--- config.mk ---
export PLATFORM = sky130hd
export DESIGN_NAME = fdr_div_cell
export DESIGN_NICKNAME = d
export VERILOG_FILES = /design/src/hw/rtl/fdr_pkg.sv /design/src/hw/rtl/fdr_div_cell.sv
export SDC_FILE = /design/constraint.sdc
export NUM_CORES = 1
export LEC_CHECK = 0
export ABC_AREA = 1
export BUFFER_PORTS_ARGS = -buffer_cell sky130_fd_sc_hd__buf_2
export CORE_UTILIZATION = 31
export CTS_CLUSTER_SIZE = 8
export DETAILED_ROUTE_END_ITERATION = 7
export HOLD_SLACK_MARGIN = 0.06
export PLACE_DENSITY_LB_ADDON = 0.08
export SLEW_MARGIN = 20
export SYNTH_ARGS = -nofsm -noshare
export SYNTH_HDL_FRONTEND = slang
export SYNTH_SLANG_ARGS = --single-unit
--- constraint.sdc ---
create_clock -name clock -period 2.75 [get_ports clock]
set_input_delay 0.1375 -clock clock [delete_from_list [all_inputs] [get_ports clock]]
set_output_delay 0.1375 -clock clock [all_outputs]
set_load 0.01 [all_outputs]
--- src/hw/rtl/fdr_pkg.sv ---
// shared constants and types for the fresnel reflectance core
// no dependencies
`default_nettype none
package fdr_pkg;
   localparam int ONE_Q14 = 16384;
   localparam int ONE_Q12 = 4096;
   localparam int COS_W = 16;
   localparam int REFL_W = 15;
   localparam int NIDX_W = 16;
   localparam int CSR_W = 16;
   localparam int CSR_IDX_W = 1;
   localparam logic [CSR_IDX_W-1:0] CSR_REFRACTIVE_INDEX = 1'd0;
   localparam logic [CSR_IDX_W-1:0] CSR_MODEL_SELECT = 1'd1;
   // radicand width and cell counts
   localparam int RAD_W = 62;
   localparam int SQRT_W = 31;
   localparam int DIV_Q_W = 15;
   // shared payload of the pipeline
   typedef struct packed {
      logic        vld;
      logic        tir;
      logic        mode;
      logic [63:0] a;
      logic [63:0] b;
      logic [15:0] c;
      logic [15:0] ni;
      logic [15:0] n;
   } stage_type;
endpackage
`default_nettype wire

--- src/hw/rtl/fdr_div_cell.sv ---
// one cell of a restoring divider chain, one quotient bit per cell, two lanes
// depends on fdr_pkg
`default_nettype none
module fdr_div_cell #(
   parameter int STEP = 0
) (
   input  wire logic        clock,
   input  wire logic [63:0] num_i [2],
   input  wire logic [63:0] den_i [2],
   input  wire logic [15:0] quo_i [2],
   output logic [63:0]      num_o [2],
   output logic [63:0]      den_o [2],
   output logic [15:0]      quo_o [2]
);
   import fdr_pkg::*;
   localparam int SH = DIV_Q_W - 1 - STEP;
   logic [63:0] num_ff [2], den_ff [2];
   logic [15:0] quo_ff [2];
   logic [63:0] num_in [2];
   logic [15:0] quo_in [2];
   logic [79:0] dsh [2];

   // trial subtract of the shifted divisor in each lane
   always_comb begin
      for (int l = 0; l < 2; l++) begin
         dsh[l] = {16'd0, den_i[l]} << SH;
         if ({16'd0, num_i[l]} >= dsh[l]) begin
            num_in[l] = num_i[l] - dsh[l][63:0];
            quo_in[l] = quo_i[l] | (16'd1 << SH);
         end else begin
            num_in[l] = num_i[l];
            quo_in[l] = quo_i[l];
         end
      end
   end

   always_ff @(posedge clock) begin
      num_ff <= num_in;
      den_ff <= den_i;
      quo_ff <= quo_in;
   end
   assign num_o = num_ff;
   assign den_o = den_ff;
   assign quo_o = quo_ff;
endmodule
`default_nettype wire

# Word-level counts from Yosys, hierarchy flattened
# Index checks and enable logic that the tools add are counted.
# totals
reg_bits	288
# op_classes
addsub	2
n_lt_le_gt_ge	2
muxes	2
# op_table
op	count
64-bit by 78-bit >= comparator with 1-bit output	2
64-bit 2-to-1 mux	2
64-bit subtractor	2

# Logic depth before layout (Yosys ltp)
# depth
depth_word	2
mapped_depth	17

# Worst setup path before layout
# Ideal clock, no wire load.
# synth_timing
kind	input to register
from	input port num_i[14] (netlist name)
to	register quo_ff (netlist bit quo_o[14])
arrival_ns	2.036
slack_ns	0.590
cell_stages	15
n_path_buf	0
cell_sequence	inv_1 > ha_1 > inv_1 > fa_1 > nand3_1 > nand3_1 > nand2_1 > nand2_1 > nand2_1 > nand2_1 > nand2_1 > nand2_1 > nand2_2 > nand3_4 > or2_2
# synth_via
elab_chain_cells	1
# synth_lines
item	line	text
from (decl)	fdr_div_cell.sv:8	input wire logic [63:0] num_i [2],
64-bit by 78-bit >= comparator with 1-bit output	fdr_div_cell.sv:27	if ({16'd0, num_i[l]} >= dsh[l]) begin
to (signal assigned)	fdr_div_cell.sv:40	quo_ff <= quo_in;
to (decl)	fdr_div_cell.sv:18	logic [15:0] quo_ff [2];
# Every way passes these cells.
# A chain may end at the register's enable or synchronous reset.

==> impl_results.md <==
* Die Y at 233 um
* Root Buffer Master: clkbuf_16
* CTS tree: done
* Total power at 12.3 mW
* Share of layout cells above drive strength 1 at between 20% and 30%
* Most frequent cell on the critical path: nand2_1
* Slew Viols, Final at 0
* Routed wire length at 73,400 um
* Final hold vios at 0
* RSZ-0062 raised after global routing: no
* Initial DRC count at 983
* Syn-to-layout area delta at 48.2%
* Clock power share at between 30% and 40%
* First-pass GRT wire length at 107,000 um
* Crit path largest cell delay at 0.56 ns
* Die Span X at approximately 230 um
* Placer Congestion at between 1 and 1.5
* Top cells by area, synth: dfxtp_1 35%, nand2_1 21%, inv_1 12%
* Setup CP Type: input pin to flop
* Row count at 84
* Slowest stage cell, crit path: dlygate4sd3_1
* Vias at 19,200
* Clock slew at reported path FFs at 0.05 ns
* Crit path launch type: input pin
* CTS Sinks at about 290
* DP Area at between 20,000 and 25,000 um^2
* Port bufs at 576
* DRC errors left at 0
* Synth area leader: dfxtp_1
* Vias in the first global route at 19,100
* Flop pwr share at between 30% and 40%
* Crit Path Max Fanout at 18
* Worst-path cell chain: dlygate4sd3_1, buf_2, inv_1, ha_1, nand2_1, nor2_2, nand2_1, nor3_1, nand4_2, nand3_4, buf_4, nand3_1, nand2_1
* Post-Route Utilization at between 40% and 50%
* Netlist cell types at 36
* Register bit total from synthesis at between 200 and 300
* GR Util All Layers at 26.1%
* Mapped Area at 16,500 um^2
* Synth Net Count at roughly 3,000
* Peak supply drop at 0.407 mV
* Max Fclk at 392 MHz
* Antenna violations before repair at 0
* Drt first pass iters at 6
* Inserted Clock Buffers at 42
* CTS H-tree depth at 2
* Pin slew with the least headroom to its limit at 0.811 ns
* Status: finished clean
* Core Box Area at 52,600 um^2
* Clock buffer depth at 3
* Final Net Count at 3,886
* N_diodes at 0
* Antenna viol nets, final at 0
* Die Footprint at between 50,000 and 60,000 um^2
* Req. time, crit path at 3.29 ns
* Critical Path AT at 3.09 ns
* Slew HR at a little under half
* Io pins at 577
* YS warnings at 0
* Setup crit end kind: flop
* Syn_area_per_cell at 6.41 um^2
* Avg WL per Cell at 17.5 um
* Crit path buf inv count at 4
* HPWL Detailed at 60,200 um
* Post-synthesis cell count at 2,570
* Min Tclk post-route at 2.55 ns
* Sw Share at between 30% and 40%
* Power per cell area at around 500 nW/um^2
* Design Area, Final at 24,400 um^2
* Int Power at around 8.5 mW
* HP Class: input pin to flop
* Fill cell total of the finished layout at 5,589
* Largest net degree at the start of global routing at 33
* Setup-failing EPs final at 0
* Net load switching power at between 3 and 4 mW
* Worst path top cell family by delay: simple AND/OR/NAND/NOR gates
* Starting Density at 31.4%
* Register area share after synthesis at 35.0%
* Total of max-cap violations at 0
* Final period util at between 90% and 100%
* Via density at 4.58
* Post-synth top area share at 35.0%
* Congestion Overflow GR at 0
* Gate power share at 24.7%
* Leakage power at around 14 nW
worst paths after layout:
| path | start | endpoint | slack (ns) | cells past startpoint |
|---|---|---|---|---|
| max | den_i[101] | num_o[120]$_DFF_P_ | 0.20 | 13 |
| min | num_i[121] | num_o[121]$_DFF_P_ | 0.15 | 5 |
Yosys cell counts, drive strengths merged:
cell and instances:
ha 100, inv 514, a21o 1, nor3b 2
and2 7, nand3 200, nor2 210, buf 19
clkbuf 9, and3 2, xnor2 2, o21bai 16
or2 5, dfxtp 288, xor2 54, nand2 932
a21oi 72, fa 2, o21ai 14, nor3 33
nand3b 25, nor4 7, nand4 56
area by class of cell:
cell class | instances | area [um^2] | share of cell area, %
multi-input combinational | 1741 | 8600 | 35.2
timing repair buffer | 908 | 6100 | 25.0
sequential | 288 | 5770 | 23.6
inverter | 514 | 1930 | 7.90
clock buffer | 46 | 1110 | 4.53
tap | 688 | 861 | 3.52
clock inverter | 3 | 58.8 | 0.241
layout by cell type, fill, tap and decap left out, types with 8 or more instances in the layout:
cell / instances
xor2_1: 54
buf_2: 576
nor2_1: 197
nand3_1: 197
o21bai_1: 16
dlygate4sd3_1: 288
dfxtp_1: 288
a21oi_1: 70
nor3_1: 32
nand3b_1: 25
clkbuf_16: 42
nor2_2: 12
o21ai_1: 8
nand4_1: 55
inv_1: 509
buf_4: 43
nand2_1: 928
ha_1: 100
kinds of logic (layout without fill, tap and decap cells):
| logic type | Yosys count | in the layout | share of synthesized area (%) |
|---|---|---|---|
| DFF | 288 | 288 | 35.0 |
| buffers and inverters | 542 | 1471 | 13.0 |
| and+or+nand+nor | 1479 | 1480 | 37.8 |
| xor gates and xnor gates | 56 | 56 | 2.98 |
| adders and majority gates | 102 | 102 | 7.83 |
| AOI/OAI and AO/OA | 103 | 103 | 3.43 |
power by group through the flow:
stage / logic (mW) / clock network (mW) / registers [mW]
after detailed placement: 2.69 / 0 / 4.55
after global placement: 2.70 / 0 / 4.55
after floorplan: 1.43 / 0 / 4.67
after global routing: 3.35 / 5.05 / 4.48
final: 3.03 / 4.76 / 4.47
after CTS: 3.03 / 4.89 / 4.47
sequential cells by signal, summed over array words and instances, names as in the netlist:
register and count:
den_o 128, num_o 128, quo_o 32
per-layer routing:
layer | routed length, um | GRT usage, % | up-vias | part of all wire (%)
li1 | - | - | 9672 | -
met1 | 29800 | 30.4 | 8861 | 41
met2 | 38000 | 48.5 | 540 | 52
met3 | 3070 | 3.11 | 127 | 4.2
met4 | 2590 | 9.52 | 0 | 3.5
met5 | 0 | 0 | - | 0
timing repair:
action / in CTS / in global routing
gates resized for setup: 0 / 3
buffers inserted: 0 / 2
hold buffers: 288 / 0
hold endpoints to repair: 288 / 0
endpoints found under the setup margin: 0 / 41
metrics by stage:
step                      hold slack, ns  instances  setup slack, ns  TNS (ns)
final                              0.145       4188            0.199         0
after global routing               0.180       4188           0.0410         0
after CTS                          0.141       4185           0.0167         0
after detailed placement           0.241       3848          -0.0856    -0.956
after global placement             0.240       3848          -0.0379    -0.478
after floorplan                    0.165       2570            0.590         0
Note: power is estimated with default switching activity, not from simulation.
