--- src/hw/rtl/fdr_pkg.sv ---
// shared constants and types for the fresnel reflectance core
// no dependencies
`default_nettype none
package fdr_pkg;
   localparam int ONE_Q14 = 16384;
   localparam int ONE_Q12 = 4096;
   localparam int COS_W = 16;
   localparam int REFL_W = 15;
   localparam int NIDX_W = 16;
   localparam int CSR_W = 16;
   localparam int CSR_IDX_W = 1;
   localparam logic [CSR_IDX_W-1:0] CSR_REFRACTIVE_INDEX = 1'd0;
   localparam logic [CSR_IDX_W-1:0] CSR_MODEL_SELECT = 1'd1;
   // radicand width and cell counts
   localparam int RAD_W = 62;
   localparam int SQRT_W = 31;
   localparam int DIV_Q_W = 15;
   // shared payload of the pipeline
   typedef struct packed {
      logic        vld;
      logic        tir;
      logic        mode;
      logic [63:0] a;
      logic [63:0] b;
      logic [15:0] c;
      logic [15:0] ni;
      logic [15:0] n;
   } stage_type;
endpackage
`default_nettype wire

--- src/hw/rtl/fdr_sqrt_cell.sv ---
// one cell of the restoring square root chain, one result bit per cell
// depends on fdr_pkg
`default_nettype none
module fdr_sqrt_cell #(
   parameter int STEP = 0
) (
   input  wire logic        clock,
   input  wire logic        reset,
   input  wire logic        vld_in_i,
   input  wire logic [63:0] rem_i,
   input  wire logic [63:0] root_i,
   input  wire logic [63:0] aux_i,
   output logic             vld_o,
   output logic [63:0]      rem_o,
   output logic [63:0]      root_o,
   output logic [63:0]      aux_o
);
   import fdr_pkg::*;
   localparam logic [63:0] BIT = 64'd1 << (2 * (SQRT_W - 1 - STEP));
   logic [63:0] trial;
   logic [63:0] rem_ff, root_ff, aux_ff;
   logic        vld_ff;
   logic [63:0] rem_in, root_in;

   // compare and subtract one bit pair
   always_comb begin
      trial = root_i + BIT;
      if (rem_i >= trial) begin
         rem_in = rem_i - trial;
         root_in = (root_i >> 1) + BIT;
      end else begin
         rem_in = rem_i;
         root_in = root_i >> 1;
      end
   end

   always_ff @(posedge clock) begin
      if (reset) vld_ff <= 1'b0;
      else vld_ff <= vld_in_i;
      rem_ff <= rem_in;
      root_ff <= root_in;
      aux_ff <= aux_i;
   end
   assign vld_o = vld_ff;
   assign rem_o = rem_ff;
   assign root_o = root_ff;
   assign aux_o = aux_ff;
endmodule
`default_nettype wire

--- config.mk ---
export PLATFORM = sky130hd
export DESIGN_NAME = fdr_sqrt_cell
export DESIGN_NICKNAME = d
export VERILOG_FILES = /design/src/hw/rtl/fdr_pkg.sv /design/src/hw/rtl/fdr_sqrt_cell.sv
export SDC_FILE = /design/constraint.sdc
export NUM_CORES = 1
export LEC_CHECK = 0
export BUFFER_PORTS_ARGS = -buffer_cell sky130_fd_sc_hd__buf_2
export CAP_MARGIN = 25
export CELL_PAD_IN_SITES_DETAIL_PLACEMENT = 1
export CELL_PAD_IN_SITES_GLOBAL_PLACEMENT = 1
export CORE_ASPECT_RATIO = 0.75
export CORE_MARGIN = 8
export CORE_UTILIZATION = 37
export CTS_CLUSTER_SIZE = 10
export DETAILED_ROUTE_END_ITERATION = 10
export PLACE_DENSITY_LB_ADDON = 0.1
export SLEW_MARGIN = 20
export SYNTH_ARGS = -nofsm -noshare
export SYNTH_HDL_FRONTEND = slang
export SYNTH_SLANG_ARGS = --single-unit
--- constraint.sdc ---
create_clock -name clock -period 5.9 [get_ports clock]
set_clock_uncertainty 0.05 [all_clocks]
set_input_delay 0.885 -clock clock [delete_from_list [all_inputs] [get_ports clock]]
set_output_delay 0.885 -clock clock [all_outputs]
set_load 0.02 [all_outputs]
* Word level (Yosys, flattened, before mapping)
Cells that the tools add are included.
** Storage, ports and cells
- Memories kept :: 0
- Memory bits (read-only) :: 0
- Output and inout port bits :: 193
- Memory bits (writable) :: 0
- Latch bits :: 0
- Logic and storage cells :: 11
- Flip-flop bits (word level) :: 193
- Input port bits :: 195
** Operators by class
- Multiply operators :: 0
- Reduce and logical (&&, ||, !) cells :: 0
- Bitwise logic cells :: 0
- Add/subtract/negate cells :: 3
- Div/mod/pow operators :: 0
- Shift operators :: 0
- Eq/ne operators :: 0
- Mux-type cells :: 2
- Magnitude comparators :: 1
** Operators with widths (count)
- $add A63 B61 Y64 const B :: 1
- $add A64 B61 Y64 const B :: 1
- $ge A64 B64 Y1 :: 1
- $mux W64 :: 1
- $sub A64 B64 Y64 :: 1
- $mux W63 :: 1

* Logic depth before layout (Yosys ltp)
Gate-level depths: netlist of the first run.
- Depth in word-level cells :: 3
- Gate-level depth with buffers :: 15

* Worst setup path after synthesis of the first run
OpenSTA, ideal clock, no wires.
- Kind :: in2reg
- From :: input port root_i[14]
- To :: register root_ff[61], in the netlist root_o[61]
- Data arrival time :: 3.223 ns
- Library setup time :: 0.121 ns
- Stages on the path :: 11
- Path slack :: 2.506 ns
- Path buffers :: 2
- Cells stage by stage :: inv_1 > ha_1 > buf_2 > and3_1 > and3_2 > nand3_2 > or4_4 > a31oi_4 > o21a_1 > buf_2 > mux2_2
** On the way
- Longest elaborated chain between the ends :: 3
- Elaborated cells on any way between the ends :: 4
- Those cells by class :: add/sub (2); order compare (1); mux (1)
** Ends and longest elaborated chain
- start: declaration :: line fdr_sqrt_cell.sv:11 : input wire logic [63:0] root_i,
- $add A64 B61 Y64 :: line fdr_sqrt_cell.sv:27 : trial = root_i + BIT;
- $ge A64 B64 Y1 :: line fdr_sqrt_cell.sv:28 : if (rem_i >= trial) begin
- $mux W63 (*) :: line fdr_sqrt_cell.sv:28
- net root_in[61] :: line fdr_sqrt_cell.sv:23 : logic [63:0] rem_in, root_in;
- end signal: assignment :: line fdr_sqrt_cell.sv:41 : root_ff <= root_in;
- end: declaration :: line fdr_sqrt_cell.sv:21 : logic [63:0] rem_ff, root_ff, aux_ff;
The timed path passes the listed nets; every way through them passes the cells marked *.
A chain may end at the register's enable or synchronous reset.

* Worst setup path in the final report of the first run
- From :: input port rem_i[0]
- To :: register rem_ff[62], in the netlist rem_o[62]
** On the way
- Longest elaborated chain between the ends :: 2
- Elaborated cells on any way between the ends :: 3
- Those cells by class :: add/sub (1); order compare (1); mux (1)
** Ends and longest elaborated chain
- start: declaration :: line fdr_sqrt_cell.sv:10 : input wire logic [63:0] rem_i,
- $sub A64 B64 Y64 or $ge A64 B64 Y1 (tied branches) :: line fdr_sqrt_cell.sv:29, fdr_sqrt_cell.sv:28
- $mux W64 (*) :: line fdr_sqrt_cell.sv:28
- net rem_in[62] :: line fdr_sqrt_cell.sv:23
- end signal: assignment :: line fdr_sqrt_cell.sv:40 : rem_ff <= rem_in;
- end: declaration :: line fdr_sqrt_cell.sv:21
Marks and branches as above.

==> run_results.csv, run 1 <==
group,metric,value,unit
final_layout,postLayoutCoreUtil,49.42,%
timing,period_share,64.53,%
detailed_routing,drcViolationCount,0,
detailed_routing,via_per_inst,5.030,
yosys,syn_inst,995,
floorplan,initial_core_util,37.32,%
yosys,synth_top_flop_cell,"dfxtp_1",
yosys,ys_seq_elements,193,
detailed_routing,drt_iter0_drc,454,
grt,antenna_found_initial,6,
run,maxCapViolCount,0,
timing,timing.setup.tns,0,ns
yosys,synth_most_common_cell,"dfxtp_1",
worst_setup_path,cp.required,6.20,ns
placement,gp_congestion,0.8805,
timing,report.final.hold_viol_count,0,
timing,rsz0062_at_grt,"no",
grt,grt_first_pass_wirelength,50710,um
worst_setup_path,cp.arrival,4.11,ns
yosys,ys_seq_area_share,43.63,%
yosys,synthTopCellsByArea,"dfxtp_1, ha_1, nand2_1",
timing,finalSetupViolCount,0,
final_layout,multi_input_area,4538,um^2
worst_setup_path,worst_setup_path_end_kind,"flip-flop",
power,power-per-cell-area,326.5,nW/um^2
timing,slew_headroom,46.39,%
placement,dp_hpwl,27950,um
yosys,synth.net_count,1257,
timing,worst_pin_slew,0.7839,ns
detailed_routing,dr_wl_met3,2506,um
floorplan,dieArea,29190,um^2
cts,tritoncts,"yes",
final_layout,drive_gt1_share,31.96,%
cts,numCtsBuffers,17,
floorplan,core_area,23730,um^2
detailed_routing,dr_total_vias,8515,
cts,clockBufferDepth,2,
floorplan,io_pins,388,
cts,path_clk_slew,0.09,ns
timing,setup_slack,2.092,ns
timing,period_needed,3.808,ns
timing,fmax,262.6,MHz
outcome,outcome,"finished, final reports clean",
placement,portBuffers,387,
worst_setup_path,start_kind,"input port",
detailed_routing,wl,33340,um
min_path,hp-class,"in -> reg",
cts,clock_sinks,193,
timing,slew_viol_final,0,
yosys,synth-async-reset-ratio,0,%
worst_setup_path,critPathMaxFanout,7,
yosys,synth_top_area_share,43.63,%
detailed_routing,post_drt_wl_per_cell,19.69,um
yosys,ys_types,71,
grt,grt_pass1_vias,8871,
final_layout,regArea,3864,um^2
cts,hold_buffers,0,
yosys,synth_area,8855,um^2
final_layout,fillers,2929,
placement,dp.cells,1660,
floorplan,die_x,194.6,um
detailed_routing,highest_layer,"met5",
cts,htreeDepth,4,
yosys,synth-edff-count,0,
final_layout,fin_nets,1635,
min_path,whs_path_depth,1,
yosys,yosysWarnings,0,
grt,gr-total-overflow,0,
detailed_routing,wl_met2,15210,um
worst_setup_path,path_class,"in -> reg",
detailed_routing,met1_length,15180,um
yosys,synth_commonest_cells,"dfxtp_1, nand2_1, inv_1, o21ai_0, a21oi_1",
floorplan,rows,49,
yosys,synth_top_area_cell,"dfxtp_1",
detailed_routing,firstDrtPassIters,5,
yosys,synth_area_per_cell,8.899,um^2
grt,track_usage,22.12,%
detailed_routing,antenna_left,0,
power,vdd_drop_max,0.1881,mV
placement,place_worst_setup_slack,1.694,ns
cts,cts_resized,0,
cts,cts_root_buf,"clkbuf_16",
final_layout,layout.cells.non_filler,1693,
cts,postCtsSetupBuffers,0,
power,leakage,6.029,nW
final_layout,syn2layout_area_growth,32.41,%
floorplan,fp.dieH,150.0,um
grt,grt_max_degree,79,
==> metrics by stage <==
step / instance area [um^2] / power, mW / hold slack, ns
after floorplan: 8855 / 2.207 / 0.8627
after global placement: 11070 / 2.595 / 0.9372
final: 11730 / 3.829 / 0.4788
after CTS: 11720 / 3.876 / 0.4576
after global routing: 11730 / 4.024 / 0.4562
after detailed placement: 11070 / 2.613 / 0.9389
==> path summary, 6_finish.rpt <==
check | start | to | slack, ns
max | rem_i[0] | rem_o[62] | 2.09
min | aux_i[1] | aux_o[1] | 0.48
==> layout by cell type (no fill, tap or decap), drive strengths merged, types with 6 or more instances in the layout <==
cell type | Yosys | final
a21o | 47 | 47
a21oi | 75 | 75
a31oi | 12 | 12
and2 | 10 | 10
and3 | 17 | 17
buf | 11 | 389
clkbuf | 19 | 17
clkinv | 0 | 6
dfxtp | 193 | 193
ha | 66 | 66
inv | 85 | 94
nand2 | 117 | 117
nand2b | 6 | 6
nand3 | 19 | 19
nand4 | 13 | 13
nor2 | 42 | 42
nor3 | 13 | 13
o21ai | 89 | 89
o21bai | 16 | 16
o31ai | 14 | 14
or2 | 6 | 6
xnor2 | 34 | 34
xor2 | 20 | 20
==> area by class of cell <==
| class | count | share of cell area [%] |
|---|---|---|
| Clock buffer | 17 | 3.628 |
| Clock inverter | 15 | 1.953 |
| Sequential cell | 193 | 32.95 |
| Multi-Input combinational cell | 687 | 38.70 |
| Timing Repair Buffer | 389 | 16.75 |
| Tap cell | 306 | 3.265 |
| Antenna cell | 1 | 0.02134 |
| Inverter | 85 | 2.721 |
==> state kept, by name (all words and copies together), names as in the netlist <==
signal	cells
aux_o	64
rem_o	64
root_o	64
vld_o	1
==> layer usage <==
layer | GRT usage [%] | up-vias
met4 | 4.914 | 8
li1 | - | 4243
met3 | 7.506 | 30
met5 | 0 | -
met2 | 36.18 | 261
met1 | 27.98 | 3973
==> worst max-delay path, cell delays in order <==
cell,delay [ns]
buf_2,0.09
inv_1,0.04
ha_1,0.22
fa_1,0.45
nand2b_1,0.19
a21oi_1,0.18
o21ai_0,0.26
a21oi_1,0.34
o2111ai_1,0.21
a31oi_1,0.62
and4_1,0.31
nor3_1,0.06
o31ai_1,0.24
==> cell families (layout without fill, tap and decap cells) <==
kind of cell,after synthesis,count (layout),synth area share [%]
fa+ha+maj,67,67,9.552
compound gates,301,301,21.94
mux,4,4,0.4663
xor+xnor,54,54,5.341
buf+inv,115,506,5.115
flops,193,193,43.63
other cells,0,1,0
simple gates,261,261,13.95
==> power breakdown <==
group          total (mW)  switching [mW]  internal (mW)
Combinational        1.09           0.706          0.388
Sequential           1.49          0.0344           1.45
Clock                1.25           0.645          0.603
Total                3.83            1.39           2.44
(Power assumes the default switching activity.)
==> run 2, diff against run 1 <==
--- a/config.mk
+++ b/config.mk
@@ -11,7 +11,7 @@
 export CELL_PAD_IN_SITES_GLOBAL_PLACEMENT = 1
 export CORE_ASPECT_RATIO = 0.75
 export CORE_MARGIN = 8
-export CORE_UTILIZATION = 37
+export CORE_UTILIZATION = 34
 export CTS_CLUSTER_SIZE = 10
 export DETAILED_ROUTE_END_ITERATION = 10
 export PLACE_DENSITY_LB_ADDON = 0.1
==> constraint.sdc (replaced) <==
create_clock -name clock -period 4 [get_ports clock]
set_clock_uncertainty 0.05 [all_clocks]
set_input_delay 0.6 -clock clock [delete_from_list [all_inputs] [get_ports clock]]
set_output_delay 0.6 -clock clock [all_outputs]
set_load 0.02 [all_outputs]
==> run_results.csv, run 2 (synthesized netlist as in run 1, its figures left out) <==
group,metric,value,unit
floorplan,fp.dieH,155.8,um
final_layout,drive_gt1_share,32.55,%
detailed_routing,drcViolationCount,0,
final_layout,layout_common_cells,"buf_2, dfxtp_1, nand2_1",
floorplan,die_x,202.3,um
cts,clock_sinks,193,
power,vdd_drop_max,0.3101,mV
placement,dp.cells,1710,
cts,postCtsSetupBuffers,0,
cts,numCtsBuffers,17,
placement,dpl_cell_area,11220,um^2
timing,fmax,300.6,MHz
final_layout,finalInstanceArea,11880,um^2
final_layout,syn2layout_area_growth,34.17,%
detailed_routing,wl,33960,um
timing,timing.setup.tns,0,ns
worst_setup_path,crit_family,"compound AO/OA/AOI/OAI gates",
floorplan,io_pins,388,
worst_setup_path,path_class,"in -> reg",
timing,finalSetupViolCount,0,
power,intPower,3.617,mW
outcome,outcome,"finished, final reports clean",
worst_setup_path,path_cells,"buf_2 -> inv_1 -> ha_1 -> fa_1 -> nand2b_1 -> a21oi_1 -> o21ai_0 -> a21oi_1 -> o21ai_1 -> a31oi_4 -> o21ai_4 -> buf_12 -> a2111o_1 -> o221a_2",
worst_setup_path,cp.arrival,3.62,ns
run,maxCapViolCount,0,
cts,cts_root_buf,"clkbuf_16",
placement,portBuffers,387,
worst_setup_path,worst_setup_path_end_kind,"flip-flop",
detailed_routing,antenna_left,0,
final_layout,fin_nets,1647,
detailed_routing,drt_iter0_drc,366,
grt,antenna_found_initial,8,
floorplan,dieArea,31520,um^2
cts,hold_buffers,0,
worst_setup_path,cpPeakStageDelay,0.42,ns
timing,slew_headroom,45.11,%
floorplan,initial_core_util,34.35,%
final_layout,layout.cells.non_filler,1745,
timing,slew_viol_final,0,
grt,gr-total-overflow,0,
grt,grt_max_degree,69,
detailed_routing,dr_total_vias,8544,
worst_setup_path,path_common_cell,"a21oi_1",
worst_setup_path,cp.buffers_inverters,3,
worst_setup_path,critPathMaxFanout,68,
power,p_sw,2.071,mW
timing,period_needed,3.327,ns
power,leakage,6.092,nW
cts,clockBufferDepth,2,
cts,path_clk_slew,0.09,ns
detailed_routing,post_drt_wl_per_cell,19.46,um
power,power.share.clock,32.8,%
grt,grt_first_pass_wirelength,52230,um
placement,dp_hpwl,28130,um
timing,rsz0062_at_grt,"no",
grt,grt_pass1_vias,9007,
placement,gp_congestion,0.8526,
power,netSwitchingFraction,36.40,%
timing,report.final.hold_viol_count,0,
worst_setup_path,start_kind,"input port",
power,pwr-share-comb,28.6,%
power,power-per-cell-area,478.8,nW/um^2
power,seqPwrFrac,38.6,%
min_path,hp-class,"in -> reg",
worst_setup_path,cp.required,4.29,ns
grt,track_usage,20.90,%
floorplan,rows,51,
detailed_routing,via_per_inst,4.896,
worst_setup_path,cp_slowest_cell,"fa_1",
timing,worst_pin_slew,0.8026,ns
detailed_routing,firstDrtPassIters,4,
cts,cts_resized,0,
cts,tritoncts,"yes",
final_layout,layout_commonest_cell,"buf_2",
cts,htreeDepth,4,
floorplan,core_area,25780,um^2
timing,period_share,83.18,%
timing,whs,0.1868,ns
==> run 2: metrics by stage <==
step,utilization (%),total power [mW],worst slack (ns)
3_3_place_gp,43.52,3.850,0.3524
6_report,46.08,5.688,0.6729
2_1_floorplan,-,3.255,0.8909
5_1_grt,46.08,6.013,0.4595
4_1_cts,46.05,5.763,0.6592
3_5_place_dp,43.52,3.871,0.2889
==> run 2: power by group through the flow <==
stage	clock [mW]	sequential (mW)	combinational, mW
global route	2.01	2.22	1.78
finish	1.87	2.20	1.63
global placement	0	2.24	1.61
detailed placement	0	2.24	1.63
floorplan	0	2.53	0.725
CTS	1.92	2.20	1.64
==> run 2: final cells by class <==
| cell class | count | area (um^2) |
|---|---|---|
| Inverter | 85 | 319.1 |
| Antenna cell | 3 | 7.507 |
| Multi-Input combinational cell | 687 | 4538 |
| Fill cell | 3176 | 13900 |
| Tap cell | 344 | 430.4 |
| Sequential cell | 193 | 3864 |
| Clock inverter | 15 | 229.0 |
| Timing Repair Buffer | 401 | 2067 |
| Clock buffer | 17 | 425.4 |
==> run 2: path summary, 6_finish.rpt <==
check	from	to	depth (start not counted)
min	aux_i[42]	aux_o[42]	1
max	rem_i[0]	rem_o[61]	14
==> run 2: metal layers <==
| metal | vias up | global-route usage [%] | part of all wire, % | wire length (um) |
|---|---|---|---|---|
| met5 | - | 0 | 0.14 | 47 |
| met4 | 8 | 5.617 | 1.5 | 525 |
| met3 | 40 | 7.201 | 7.0 | 2389 |
| met2 | 257 | 33.50 | 45 | 15300 |
| met1 | 3975 | 26.47 | 46 | 15700 |
| li1 | 4264 | - | - | - |
